[src/rtl/rhc_pkg.sv]
// rhc_pkg: shared types and constants of the rgb/hsv color converter
// used by the front, queue and back modules; no dependencies
package rhc_pkg;

    localparam logic ACT_HSV2RGB = 1'b0;
    localparam logic ACT_RGB2HSV = 1'b1;

    localparam int unsigned HUE_SPAN  = 43;
    localparam int unsigned HUE_BASE_G = 85;
    localparam int unsigned HUE_BASE_B = 171;
    localparam int unsigned REGIONS   = 6;

    localparam int unsigned SAT_QW    = 8;
    localparam int unsigned HUE_QW    = 6;
    localparam int unsigned PIPE_LAST = SAT_QW;

    localparam int unsigned QDEPTH = 4;
    localparam int unsigned QAW    = $clog2(QDEPTH);

    typedef enum logic [1:0] {
        SEL_RED,
        SEL_GREEN,
        SEL_BLUE
    } t_sel;

    typedef struct packed {
        logic       action;
        logic [2:0] region;
        logic [7:0] rem;
        logic [7:0] sat;
        logic [7:0] val;
        logic [7:0] mx;
        logic [7:0] spread;
        logic [7:0] absdiff;
        logic       neg;
        t_sel       sel;
    } t_item;

    typedef struct packed {
        t_item       it;
        logic [15:0] sat_rem;
        logic [7:0]  sat_q;
        logic [13:0] hue_rem;
        logic [5:0]  hue_q;
        logic [7:0]  p;
        logic [7:0]  q;
        logic [7:0]  t;
        logic [7:0]  sr;
        logic [7:0]  srr;
    } t_work;

    typedef struct packed {
        logic [7:0] out_hue;
        logic [7:0] out_saturation;
        logic [7:0] out_value;
        logic [7:0] out_red;
        logic [7:0] out_green;
        logic [7:0] out_blue;
    } t_result;

    typedef struct packed {
        logic avail;
        logic full;
    } t_qstat;

endpackage

[src/rtl/rhc_if.sv]
// rhc_if: valid/ready channel interfaces for the color converter
// input request channel and result channel; no dependencies
interface rhc_in_if;
    logic       valid;
    logic       ready;
    logic       action;
    logic [7:0] hue;
    logic [7:0] saturation;
    logic [7:0] brightness_value;
    logic [7:0] red;
    logic [7:0] green;
    logic [7:0] blue;

    modport source (output valid, action, hue, saturation, brightness_value,
                    red, green, blue, input ready);
    modport sink   (input valid, action, hue, saturation, brightness_value,
                    red, green, blue, output ready);
endinterface

interface rhc_out_if;
    logic       valid;
    logic       ready;
    logic [7:0] out_hue;
    logic [7:0] out_saturation;
    logic [7:0] out_value;
    logic [7:0] out_red;
    logic [7:0] out_green;
    logic [7:0] out_blue;

    modport source (output valid, out_hue, out_saturation, out_value,
                    out_red, out_green, out_blue, input ready);
    modport sink   (input valid, out_hue, out_saturation, out_value,
                    out_red, out_green, out_blue, output ready);
endinterface

[src/rtl/rhc_front.sv]
// rhc_front: accepts requests and classifies them (hue region, max/min, spread)
// depends on rhc_pkg and rhc_in_if
module rhc_front
    import rhc_pkg::*;
(
    rhc_in_if.sink  i_in,
    input  t_qstat  i_qstat,
    output logic    o_push,
    output t_item   o_item
);

    logic [7:0] w_hbase;
    logic [7:0] w_off;
    logic [7:0] w_rem6;
    logic [7:0] w_mx;
    logic [7:0] w_mn;
    logic [7:0] w_da;
    logic [7:0] w_db;
    t_sel       w_sel;

    assign i_in.ready = !i_qstat.full;
    assign o_push     = i_in.valid && !i_qstat.full;

    always_comb begin
        o_item = '0;
        o_item.action = i_in.action;
        if (i_in.hue < 8'(HUE_SPAN)) begin
            o_item.region = 3'd0;
        end else if (i_in.hue < 8'(2 * HUE_SPAN)) begin
            o_item.region = 3'd1;
        end else if (i_in.hue < 8'(3 * HUE_SPAN)) begin
            o_item.region = 3'd2;
        end else if (i_in.hue < 8'(4 * HUE_SPAN)) begin
            o_item.region = 3'd3;
        end else if (i_in.hue < 8'(5 * HUE_SPAN)) begin
            o_item.region = 3'd4;
        end else begin
            o_item.region = 3'd5;
        end
        w_hbase = 8'(o_item.region * 8'(HUE_SPAN));
        w_off   = i_in.hue - w_hbase;
        w_rem6  = w_off * 8'(REGIONS);
        o_item.rem = w_rem6;
        o_item.sat = i_in.saturation;
        o_item.val = i_in.brightness_value;

        // red wins ties, then green
        if (i_in.red >= i_in.green && i_in.red >= i_in.blue) begin
            w_sel = SEL_RED;
            w_mx  = i_in.red;
            w_da  = i_in.green;
            w_db  = i_in.blue;
        end else if (i_in.green >= i_in.blue) begin
            w_sel = SEL_GREEN;
            w_mx  = i_in.green;
            w_da  = i_in.blue;
            w_db  = i_in.red;
        end else begin
            w_sel = SEL_BLUE;
            w_mx  = i_in.blue;
            w_da  = i_in.red;
            w_db  = i_in.green;
        end
        w_mn = i_in.red;
        if (i_in.green < w_mn) begin
            w_mn = i_in.green;
        end
        if (i_in.blue < w_mn) begin
            w_mn = i_in.blue;
        end
        o_item.sel     = w_sel;
        o_item.mx      = w_mx;
        o_item.spread  = w_mx - w_mn;
        o_item.neg     = w_da < w_db;
        o_item.absdiff = (w_da < w_db) ? (w_db - w_da) : (w_da - w_db);
    end

endmodule

[src/rtl/rhc_queue.sv]
// rhc_queue: short fifo of classified items between front and back
// depends on rhc_pkg
module rhc_queue
    import rhc_pkg::*;
(
    input  logic   i_clk,
    input  logic   i_rst_n,
    input  logic   i_push,
    input  t_item  i_item,
    input  logic   i_pop,
    output t_item  o_head,
    output t_qstat o_qstat
);

    t_item            r_mem [QDEPTH];
    logic [QAW-1:0]   r_wr;
    logic [QAW-1:0]   r_rd;
    logic [QAW:0]     r_cnt;
    logic [QAW-1:0]   n_wr;
    logic [QAW-1:0]   n_rd;
    logic [QAW:0]     n_cnt;

    assign o_head        = r_mem[r_rd];
    assign o_qstat.avail = r_cnt != '0;
    assign o_qstat.full  = r_cnt == (QAW+1)'(QDEPTH);

    always_comb begin
        n_wr  = i_push ? r_wr + 1'b1 : r_wr;
        n_rd  = i_pop ? r_rd + 1'b1 : r_rd;
        n_cnt = r_cnt + (QAW+1)'(i_push) - (QAW+1)'(i_pop);
    end

    always_ff @(posedge i_clk) begin
        if (!i_rst_n) begin
            r_wr  <= '0;
            r_rd  <= '0;
            r_cnt <= '0;
        end else begin
            r_wr  <= n_wr;
            r_rd  <= n_rd;
            r_cnt <= n_cnt;
        end
    end

    always_ff @(posedge i_clk) begin
        if (i_push) begin
            r_mem[r_wr] <= i_item;
        end
    end

endmodule

[src/rtl/rhc_back.sv]
// rhc_back: pipelined p/q/t products, restoring dividers and result assembly
// depends on rhc_pkg and rhc_out_if
module rhc_back
    import rhc_pkg::*;
(
    input  logic        i_clk,
    input  logic        i_rst_n,
    input  t_item       i_head,
    input  t_qstat      i_qstat,
    output logic        o_pop,
    rhc_out_if.source   o_out
);

    t_work   r_pipe [PIPE_LAST+1];
    logic    r_pv   [PIPE_LAST+1];
    t_work   n_pipe [PIPE_LAST+1];
    t_result r_res;
    t_result n_res;
    logic    r_res_valid;
    logic    w_adv;
    logic [15:0] w_p;
    logic [15:0] w_sr;
    logic [15:0] w_srr;
    logic [15:0] w_q;
    logic [15:0] w_t;
    logic [7:0]  w_base;
    logic [7:0]  w_hq;
    t_work       w_last;

    assign w_adv = !r_res_valid || o_out.ready;
    assign o_pop = w_adv && i_qstat.avail;

    assign o_out.valid          = r_res_valid;
    assign o_out.out_hue        = r_res.out_hue;
    assign o_out.out_saturation = r_res.out_saturation;
    assign o_out.out_value      = r_res.out_value;
    assign o_out.out_red        = r_res.out_red;
    assign o_out.out_green      = r_res.out_green;
    assign o_out.out_blue       = r_res.out_blue;

    always_comb begin
        // stage 0: first products and divider setup
        w_p   = 16'(i_head.val) * 16'(8'hFF - i_head.sat);
        w_sr  = 16'(i_head.sat) * 16'(i_head.rem);
        w_srr = 16'(i_head.sat) * 16'(8'hFF - i_head.rem);
        n_pipe[0]         = '0;
        n_pipe[0].it      = i_head;
        n_pipe[0].sat_rem = 16'(i_head.spread) * 16'(255);
        n_pipe[0].hue_rem = 14'(i_head.absdiff) * 14'(HUE_SPAN);
        n_pipe[0].p       = w_p[15:8];
        n_pipe[0].sr      = w_sr[15:8];
        n_pipe[0].srr     = w_srr[15:8];

        // stages 1..last: one sat quotient bit each, q and t products in stage 1
        w_q = 16'(r_pipe[0].it.val) * 16'(8'hFF - r_pipe[0].sr);
        w_t = 16'(r_pipe[0].it.val) * 16'(8'hFF - r_pipe[0].srr);
        for (int i = 1; i <= PIPE_LAST; i++) begin
            n_pipe[i] = r_pipe[i-1];
            if (i == 1) begin
                n_pipe[i].q = w_q[15:8];
                n_pipe[i].t = w_t[15:8];
            end
            if (r_pipe[i-1].sat_rem >= (16'(r_pipe[i-1].it.mx) << (SAT_QW - i))) begin
                n_pipe[i].sat_rem = r_pipe[i-1].sat_rem
                                    - (16'(r_pipe[i-1].it.mx) << (SAT_QW - i));
                n_pipe[i].sat_q   = {r_pipe[i-1].sat_q[SAT_QW-2:0], 1'b1};
            end else begin
                n_pipe[i].sat_q   = {r_pipe[i-1].sat_q[SAT_QW-2:0], 1'b0};
            end
            if ((SAT_QW - i) < HUE_QW) begin
                if (r_pipe[i-1].hue_rem
                        >= (14'(r_pipe[i-1].it.spread) << (SAT_QW - i))) begin
                    n_pipe[i].hue_rem = r_pipe[i-1].hue_rem
                                        - (14'(r_pipe[i-1].it.spread) << (SAT_QW - i));
                    n_pipe[i].hue_q   = {r_pipe[i-1].hue_q[HUE_QW-2:0], 1'b1};
                end else begin
                    n_pipe[i].hue_q   = {r_pipe[i-1].hue_q[HUE_QW-2:0], 1'b0};
                end
            end
        end
    end

    // result assembly
    always_comb begin
        w_last = r_pipe[PIPE_LAST];
        n_res  = '0;
        w_hq   = 8'(w_last.hue_q);
        case (w_last.it.sel)
            SEL_RED:   w_base = 8'd0;
            SEL_GREEN: w_base = 8'(HUE_BASE_G);
            SEL_BLUE:  w_base = 8'(HUE_BASE_B);
            default:   w_base = 8'd0;
        endcase
        if (w_last.it.action == ACT_HSV2RGB) begin
            if (w_last.it.sat == 8'd0) begin
                n_res.out_red   = w_last.it.val;
                n_res.out_green = w_last.it.val;
                n_res.out_blue  = w_last.it.val;
            end else begin
                case (w_last.it.region)
                    3'd0: begin
                        n_res.out_red   = w_last.it.val;
                        n_res.out_green = w_last.t;
                        n_res.out_blue  = w_last.p;
                    end
                    3'd1: begin
                        n_res.out_red   = w_last.q;
                        n_res.out_green = w_last.it.val;
                        n_res.out_blue  = w_last.p;
                    end
                    3'd2: begin
                        n_res.out_red   = w_last.p;
                        n_res.out_green = w_last.it.val;
                        n_res.out_blue  = w_last.t;
                    end
                    3'd3: begin
                        n_res.out_red   = w_last.p;
                        n_res.out_green = w_last.q;
                        n_res.out_blue  = w_last.it.val;
                    end
                    3'd4: begin
                        n_res.out_red   = w_last.t;
                        n_res.out_green = w_last.p;
                        n_res.out_blue  = w_last.it.val;
                    end
                    default: begin
                        n_res.out_red   = w_last.it.val;
                        n_res.out_green = w_last.p;
                        n_res.out_blue  = w_last.q;
                    end
                endcase
            end
        end else begin
            n_res.out_value = w_last.it.mx;
            if (w_last.it.mx != 8'd0) begin
                n_res.out_saturation = w_last.sat_q;
                if (w_last.it.spread != 8'd0) begin
                    n_res.out_hue = w_last.it.neg ? (w_base - w_hq) : (w_base + w_hq);
                end
            end
        end
    end

    always_ff @(posedge i_clk) begin
        if (!i_rst_n) begin
            r_res_valid <= 1'b0;
            for (int i = 0; i <= PIPE_LAST; i++) begin
                r_pv[i] <= 1'b0;
            end
        end else if (w_adv) begin
            r_res_valid <= r_pv[PIPE_LAST];
            r_pv[0]     <= i_qstat.avail;
            for (int i = 1; i <= PIPE_LAST; i++) begin
                r_pv[i] <= r_pv[i-1];
            end
        end
    end

    always_ff @(posedge i_clk) begin
        if (w_adv) begin
            r_res <= n_res;
            for (int i = 0; i <= PIPE_LAST; i++) begin
                r_pipe[i] <= n_pipe[i];
            end
        end
    end

endmodule

[src/rtl/rgb_hsv_color_converter_core.sv]
// rgb_hsv_color_converter_core: top level of the 8-bit rgb/hsv converter
// depends on rhc_pkg, rhc_if, rhc_front, rhc_queue and rhc_back
//
// One request gives one result. Requests are accepted every clock while
// the 4-entry queue has room; the back end takes one item per clock from
// the queue while the result sink is ready, so the sustained rate is one
// item per cycle. From acceptance to result valid an item passes through
// the queue register, a product stage and eight restoring divider stages
// (one saturation quotient bit each; hue bits in the later stages), then
// the result sits in the output register. When the result sink stalls the
// whole back pipeline holds, and the queue keeps accepting until it is full.
module rgb_hsv_color_converter_core
    import rhc_pkg::*;
(
    input  logic       i_clk,
    input  logic       i_rst_n,
    rhc_in_if.sink     i_in,
    rhc_out_if.source  o_out
);

    t_item  w_item;
    t_item  w_head;
    t_qstat w_qstat;
    logic   w_push;
    logic   w_pop;

    rhc_front u_front (
        .i_in    (i_in),
        .i_qstat (w_qstat),
        .o_push  (w_push),
        .o_item  (w_item)
    );

    rhc_queue u_queue (
        .i_clk   (i_clk),
        .i_rst_n (i_rst_n),
        .i_push  (w_push),
        .i_item  (w_item),
        .i_pop   (w_pop),
        .o_head  (w_head),
        .o_qstat (w_qstat)
    );

    rhc_back u_back (
        .i_clk   (i_clk),
        .i_rst_n (i_rst_n),
        .i_head  (w_head),
        .i_qstat (w_qstat),
        .o_pop   (w_pop),
        .o_out   (o_out)
    );

    a_pop_needs_item: assert property (@(posedge i_clk) disable iff (!i_rst_n)
        w_pop |-> w_qstat.avail)
        else $error("queue popped while empty");

    a_stall_holds_queue: assert property (@(posedge i_clk) disable iff (!i_rst_n)
        (o_out.valid && !o_out.ready) |-> !w_pop)
        else $error("queue popped while result stalled");

    a_unused_group_zero: assert property (@(posedge i_clk) disable iff (!i_rst_n)
        (o_out.valid && (o_out.out_value != 8'd0))
            |-> (o_out.out_red == 8'd0 && o_out.out_green == 8'd0
                 && o_out.out_blue == 8'd0))
        else $error("both result groups nonzero");

endmodule

[src/flat_wrapper.sv]
// flat-port wrapper written by rule: the top's interface ports become plain ports
module rgb_hsv_color_converter_core_flat import rhc_pkg::*;
  (i_clk, i_rst_n, i_in_valid, i_in_action, i_in_hue, i_in_saturation, i_in_brightness_value, i_in_red, i_in_green, i_in_blue, i_in_ready, o_out_valid, o_out_out_hue, o_out_out_saturation, o_out_out_value, o_out_out_red, o_out_out_green, o_out_out_blue, o_out_ready);
  rhc_in_if i_in_i ();
  rhc_out_if o_out_i ();
  input  logic i_clk;
  input  logic i_rst_n;
  input wire logic [$bits(i_in_i.valid)-1:0] i_in_valid;
  input wire logic [$bits(i_in_i.action)-1:0] i_in_action;
  input wire logic [$bits(i_in_i.hue)-1:0] i_in_hue;
  input wire logic [$bits(i_in_i.saturation)-1:0] i_in_saturation;
  input wire logic [$bits(i_in_i.brightness_value)-1:0] i_in_brightness_value;
  input wire logic [$bits(i_in_i.red)-1:0] i_in_red;
  input wire logic [$bits(i_in_i.green)-1:0] i_in_green;
  input wire logic [$bits(i_in_i.blue)-1:0] i_in_blue;
  output wire logic [$bits(i_in_i.ready)-1:0] i_in_ready;
  output wire logic [$bits(o_out_i.valid)-1:0] o_out_valid;
  output wire logic [$bits(o_out_i.out_hue)-1:0] o_out_out_hue;
  output wire logic [$bits(o_out_i.out_saturation)-1:0] o_out_out_saturation;
  output wire logic [$bits(o_out_i.out_value)-1:0] o_out_out_value;
  output wire logic [$bits(o_out_i.out_red)-1:0] o_out_out_red;
  output wire logic [$bits(o_out_i.out_green)-1:0] o_out_out_green;
  output wire logic [$bits(o_out_i.out_blue)-1:0] o_out_out_blue;
  input wire logic [$bits(o_out_i.ready)-1:0] o_out_ready;
  assign i_in_i.valid = i_in_valid;
  assign i_in_i.action = i_in_action;
  assign i_in_i.hue = i_in_hue;
  assign i_in_i.saturation = i_in_saturation;
  assign i_in_i.brightness_value = i_in_brightness_value;
  assign i_in_i.red = i_in_red;
  assign i_in_i.green = i_in_green;
  assign i_in_i.blue = i_in_blue;
  assign i_in_ready = i_in_i.ready;
  assign o_out_valid = o_out_i.valid;
  assign o_out_out_hue = o_out_i.out_hue;
  assign o_out_out_saturation = o_out_i.out_saturation;
  assign o_out_out_value = o_out_i.out_value;
  assign o_out_out_red = o_out_i.out_red;
  assign o_out_out_green = o_out_i.out_green;
  assign o_out_out_blue = o_out_i.out_blue;
  assign o_out_i.ready = o_out_ready;
  rgb_hsv_color_converter_core u_core (.i_clk(i_clk), .i_rst_n(i_rst_n), .i_in(i_in_i), .o_out(o_out_i));
endmodule
[config.mk]
export PLATFORM = sky130hd
export DESIGN_NAME = rgb_hsv_color_converter_core_flat
export DESIGN_NICKNAME = d
export VERILOG_FILES = /design/src/rtl/rhc_pkg.sv /design/src/rtl/rhc_if.sv /design/src/rtl/rhc_front.sv /design/src/rtl/rhc_queue.sv /design/src/rtl/rhc_back.sv /design/src/rtl/rgb_hsv_color_converter_core.sv /design/src/flat_wrapper.sv
export SDC_FILE = /design/constraint.sdc
export NUM_CORES = 2
export LEC_CHECK = 0
export ABC_AREA = 1
export BUFFER_PORTS_ARGS = -buffer_cell sky130_fd_sc_hd__buf_2
export CAP_MARGIN = 20
export CELL_PAD_IN_SITES_DETAIL_PLACEMENT = 0
export CELL_PAD_IN_SITES_GLOBAL_PLACEMENT = 2
export CORE_AREA = 2 2 371 373
export DETAILED_ROUTE_END_ITERATION = 7
export DIE_AREA = 0 0 373 375
export PLACE_DENSITY = 0.89
export SYNTH_ARGS = -nofsm -noshare
export SYNTH_HDL_FRONTEND = slang
export SYNTH_SLANG_ARGS = --single-unit
[constraint.sdc]
create_clock -name i_clk -period 29.8 [get_ports i_clk]
set_input_delay 0 -clock i_clk [delete_from_list [all_inputs] [get_ports i_clk]]
set_output_delay 0 -clock i_clk [all_outputs]
set_load 0.01 [all_outputs]
==> parameters.txt <==
Parameter                              Value

Outcome
  Run status ... finished, final reports clean

Worst setup path
  CP max-delay cell ... buf_4
  Path type of the worst setup path ... reg2reg
  Critical path data arrival time ... 6990 ps
  Delay of the slowest cell on the worst path ... 790 ps
  Cell Chain, Critical Path ... inv_2, buf_4, nand2_1, a32oi_2, inv_1, nor2_1, fa_1, inv_1, fa_1, fa_1, inv_1, fa_1, ha_1, a21oi_1, o21ai_0, o21bai_2, nand2_1, nand2_2, nand2_1, nand2_1, xor2_1
  Max Fanout on Critical Path ... 107
  Type of destination of the critical path ... flop
  Startpoint Class ... flop
  Critical path buffer and inverter count ... 5
  Top cell family by delay on the critical path ... adder cells
  Critical Path RT ... 30260 ps

Logic synthesis
  Average cell area after synthesis ... 11.9 sq um
  Register bit count reported by yosys ... 1139
  Sequential-to-total area share from yosys stat ... 0.574
  Post-Synthesis Cells ... 4983
  Post-synth top flop ... edfxtp_1
  Post-synthesis cell type count ... 77
  Total standard cell area after synthesis ... 59400 sq um
  Share of synthesized registers carrying an async set or reset ... 0
  Synth Net Count ... 5707
  Warning count from the yosys run ... 0
  Post-synth EDFFs ... 1129

STA
  Share of the clock period used by the worst path ... 0.219
  Total Negative Setup Slacks ... 0 ps
  Transition time at the pin with the least slew margin ... 1090 ps
  Setup repair after global routing missed its margin ... no
  Max Slew Vio Count ... 0
  Rel. slew slack ... 0.274
  Final-report hold violation count ... 0
  Highest clock frequency the design can meet ... 153 MHz
  Post-route clock skew ... 38.6 ps
  Setup violations, final ... 0
  Period minus WS final ... 6520 ps

Global routing
  Antenna violations before repair ... 2
  Wire length of the first global-routing pass ... 178000 um
  Combined global-route utilization of all metal layers ... 0.155
  Maximum number of pins on one net before global-route repair ... 124
  Total congestion overflow ... 0
  Vias in the first global route ... 35300

Finish
  Sequential cell area ... 34100 sq um
  Area of the multi-input gates ... 21800 sq um
  Number of non-filler instances in the completed layout ... 7079
  Fraction of layout instances using a drive strength above 1 ... 0.0776
  Net count reported at finish ... 5911
  Total of fill cells in the finished design ... 12000
  Area growth syn-to-layout ... 11.8%
  Final non-filler cell area ... 66400 sq um

Run
  Maxcap violations ... 0

Clock tree
  Clock-pin slew on the worst setup and hold paths ... 60 ps
  Number of H-tree levels ... 3
  Clock tree root driver cell ... clkbuf_16
  Inserted Clock Buffers ... 113
  Insertion delay of the later-clocked pin in the worst-skew pair ... 730 ps
  Num Clock Sinks ... 1139
  Maximum count of clock buffers along a single path ... 3
  Post-CTS Setup Repair Bufs ... 0
  CTS tree ... yes

Routing
  Routed via count divided by cell count ... 4.87
  Routed via count ... 34500
  Number of optimization iterations in the first detailed-route pass ... 5
  Routed wirelength normalized by instance count ... 15.0 um
  Initial DRC count ... 2103
  Routed WL ... 106000 um
  Count of unresolved DRC violations after routing ... 0
  Final antenna-violating net count ... 0

Die
  Initial core utilization ... 0.436
  Die footprint ... 140000 sq um
  Top-Level Pins ... 103
  Core footprint ... 136000 sq um
  Site Rows ... 136
  Die Height ... 375 um
  Die boundary width ... 373 um

Min path
  Class of the worst hold path ... in2reg

Placement
  Count of buffers from port buffering ... 102
  HPWL Detailed ... 74600 um
  Global placer's final weighted congestion ... 0.847
  Total cell area at the placement stage ... 61900 sq um
  Count of placed standard cells including taps ... 6808
[sequential cells by signal, indices dropped and copies added (netlist names), named ones only]
name and count:
u_core.u_back.r_pipe 856, u_core.u_queue.r_mem 216, u_core.u_back.r_pv 9, u_core.u_back.o_out.out_blue 8
u_core.u_back.o_out.out_green 8, u_core.u_back.o_out.out_hue 8, u_core.u_back.o_out.out_red 8, u_core.u_back.o_out.out_saturation 8
u_core.u_back.o_out.out_value 8, u_core.u_queue.r_cnt 3, u_core.u_queue.r_rd 2, u_core.u_queue.r_wr 2
u_core.u_back.o_out.valid 1
[cell usage in the layout, fill, tap and decap left out, types with 12 or more instances in the layout]
cell type / instances
bufinv_16: 16
buf_2: 102
nand3_1: 76
inv_1: 796
buf_4: 24
nand4_1: 18
nor3_1: 36
a21o_1: 14
fa_1: 232
clkinv_1: 29
clkinvlp_4: 12
o21ai_1: 15
o221ai_1: 26
xnor2_1: 70
o22ai_1: 29
a32oi_1: 16
clkinv_2: 19
clkbuf_16: 113
a21oi_1: 278
o21ai_0: 211
dlygate4sd3_1: 54
nor4_1: 20
or2_2: 18
xor2_1: 109
nand2_2: 12
nor2_1: 422
nand2_1: 711
o2111ai_1: 13
edfxtp_1: 1129
o31ai_1: 13
a211oi_1: 14
ha_1: 439
[metal layers]
layer  vias up  wire [um]  global-route usage
met2       614      49100               0.256
met1     16200      50100               0.212
li1      17400          -                   -
met4         0       2660              0.0449
met5         -          0                   0
met3       178       4060              0.0240
[metrics by stage]
step,hold WS (ps),setup WS [ps],utilization
global placement,208,23460,0.454
CTS,1.13,23370,0.487
detailed placement,216,23390,0.454
global route,49.7,22850,0.487
floorplan,98.9,8150,-
finish,78.6,23280,0.487
[synthesized netlist by cell type, types with 15 or more instances]
| library cell | number | area (sq um) |
|---|---|---|
| a21oi_1 | 278 | 1390 |
| a32oi_1 | 16 | 140 |
| buf_2 | 34 | 170 |
| clkbuf_1 | 45 | 169 |
| edfxtp_1 | 1129 | 33900 |
| fa_1 | 232 | 4640 |
| ha_1 | 439 | 5490 |
| inv_1 | 797 | 2990 |
| nand2_1 | 711 | 2670 |
| nand3_1 | 76 | 380 |
| nand4_1 | 18 | 113 |
| nor2_1 | 426 | 1600 |
| nor3_1 | 36 | 180 |
| nor4_1 | 20 | 125 |
| o21ai_0 | 211 | 1060 |
| o21ai_1 | 15 | 75.1 |
| o221ai_1 | 26 | 228 |
| o22ai_1 | 29 | 181 |
| or2_2 | 18 | 113 |
| xnor2_1 | 70 | 613 |
| xor2_1 | 109 | 955 |
[what timing repair did]
item	4_1_cts	5_1_grt
hold buffers	54	0
endpoints found under the hold margin	144	0
gates resized for setup	0	0
[final cells by class]
cell class | count | area share
diodes | 1 | 0.0000377
repair buffers | 182 | 0.0193
inverters | 816 | 0.0463
flip-flops and latches | 1139 | 0.514
clock inverters | 89 | 0.0157
multi-input cells | 2935 | 0.328
well taps | 1794 | 0.0338
clock buffers | 123 | 0.0432
[worst paths after layout]
check                               startpoint  cells past startpoint                      endpoint  slack (ps)
setup reg to reg                          flop                     21    u_core.u_back.r_pipe[0][5]       23280
hold reg to reg   u_core.u_back.r_pipe[0][677]                      0  u_core.u_back.r_pipe[0][816]         410
setup / recovery                          flop                     21    u_core.u_back.r_pipe[0][5]       23280
hold / removal                     i_in_red[7]                      5   u_core.u_queue.r_mem[1][26]          80
[cells by family after synthesis]
family,synth area share
DFF,0.574
AOI/OAI and AO/OA,0.0743
adders and majority gates,0.171
and+or+nand+nor,0.0941
buffers and inverters,0.0595
muxes,0.000337
xor gates and xnor gates,0.0267
[worst register-to-register path: cells and delay by family (launching register included)]
family | cells | cell delay, ps
fa+ha+maj | 5 | 2140
compound gates | 4 | 1210
flops | 1 | 490
simple gates | 6 | 770
xor+xnor | 1 | 140
buf+inv | 5 | 1510
Power is not shown: default switching activity piles up to over one toggle a cycle in this logic, so the estimate is an artifact.
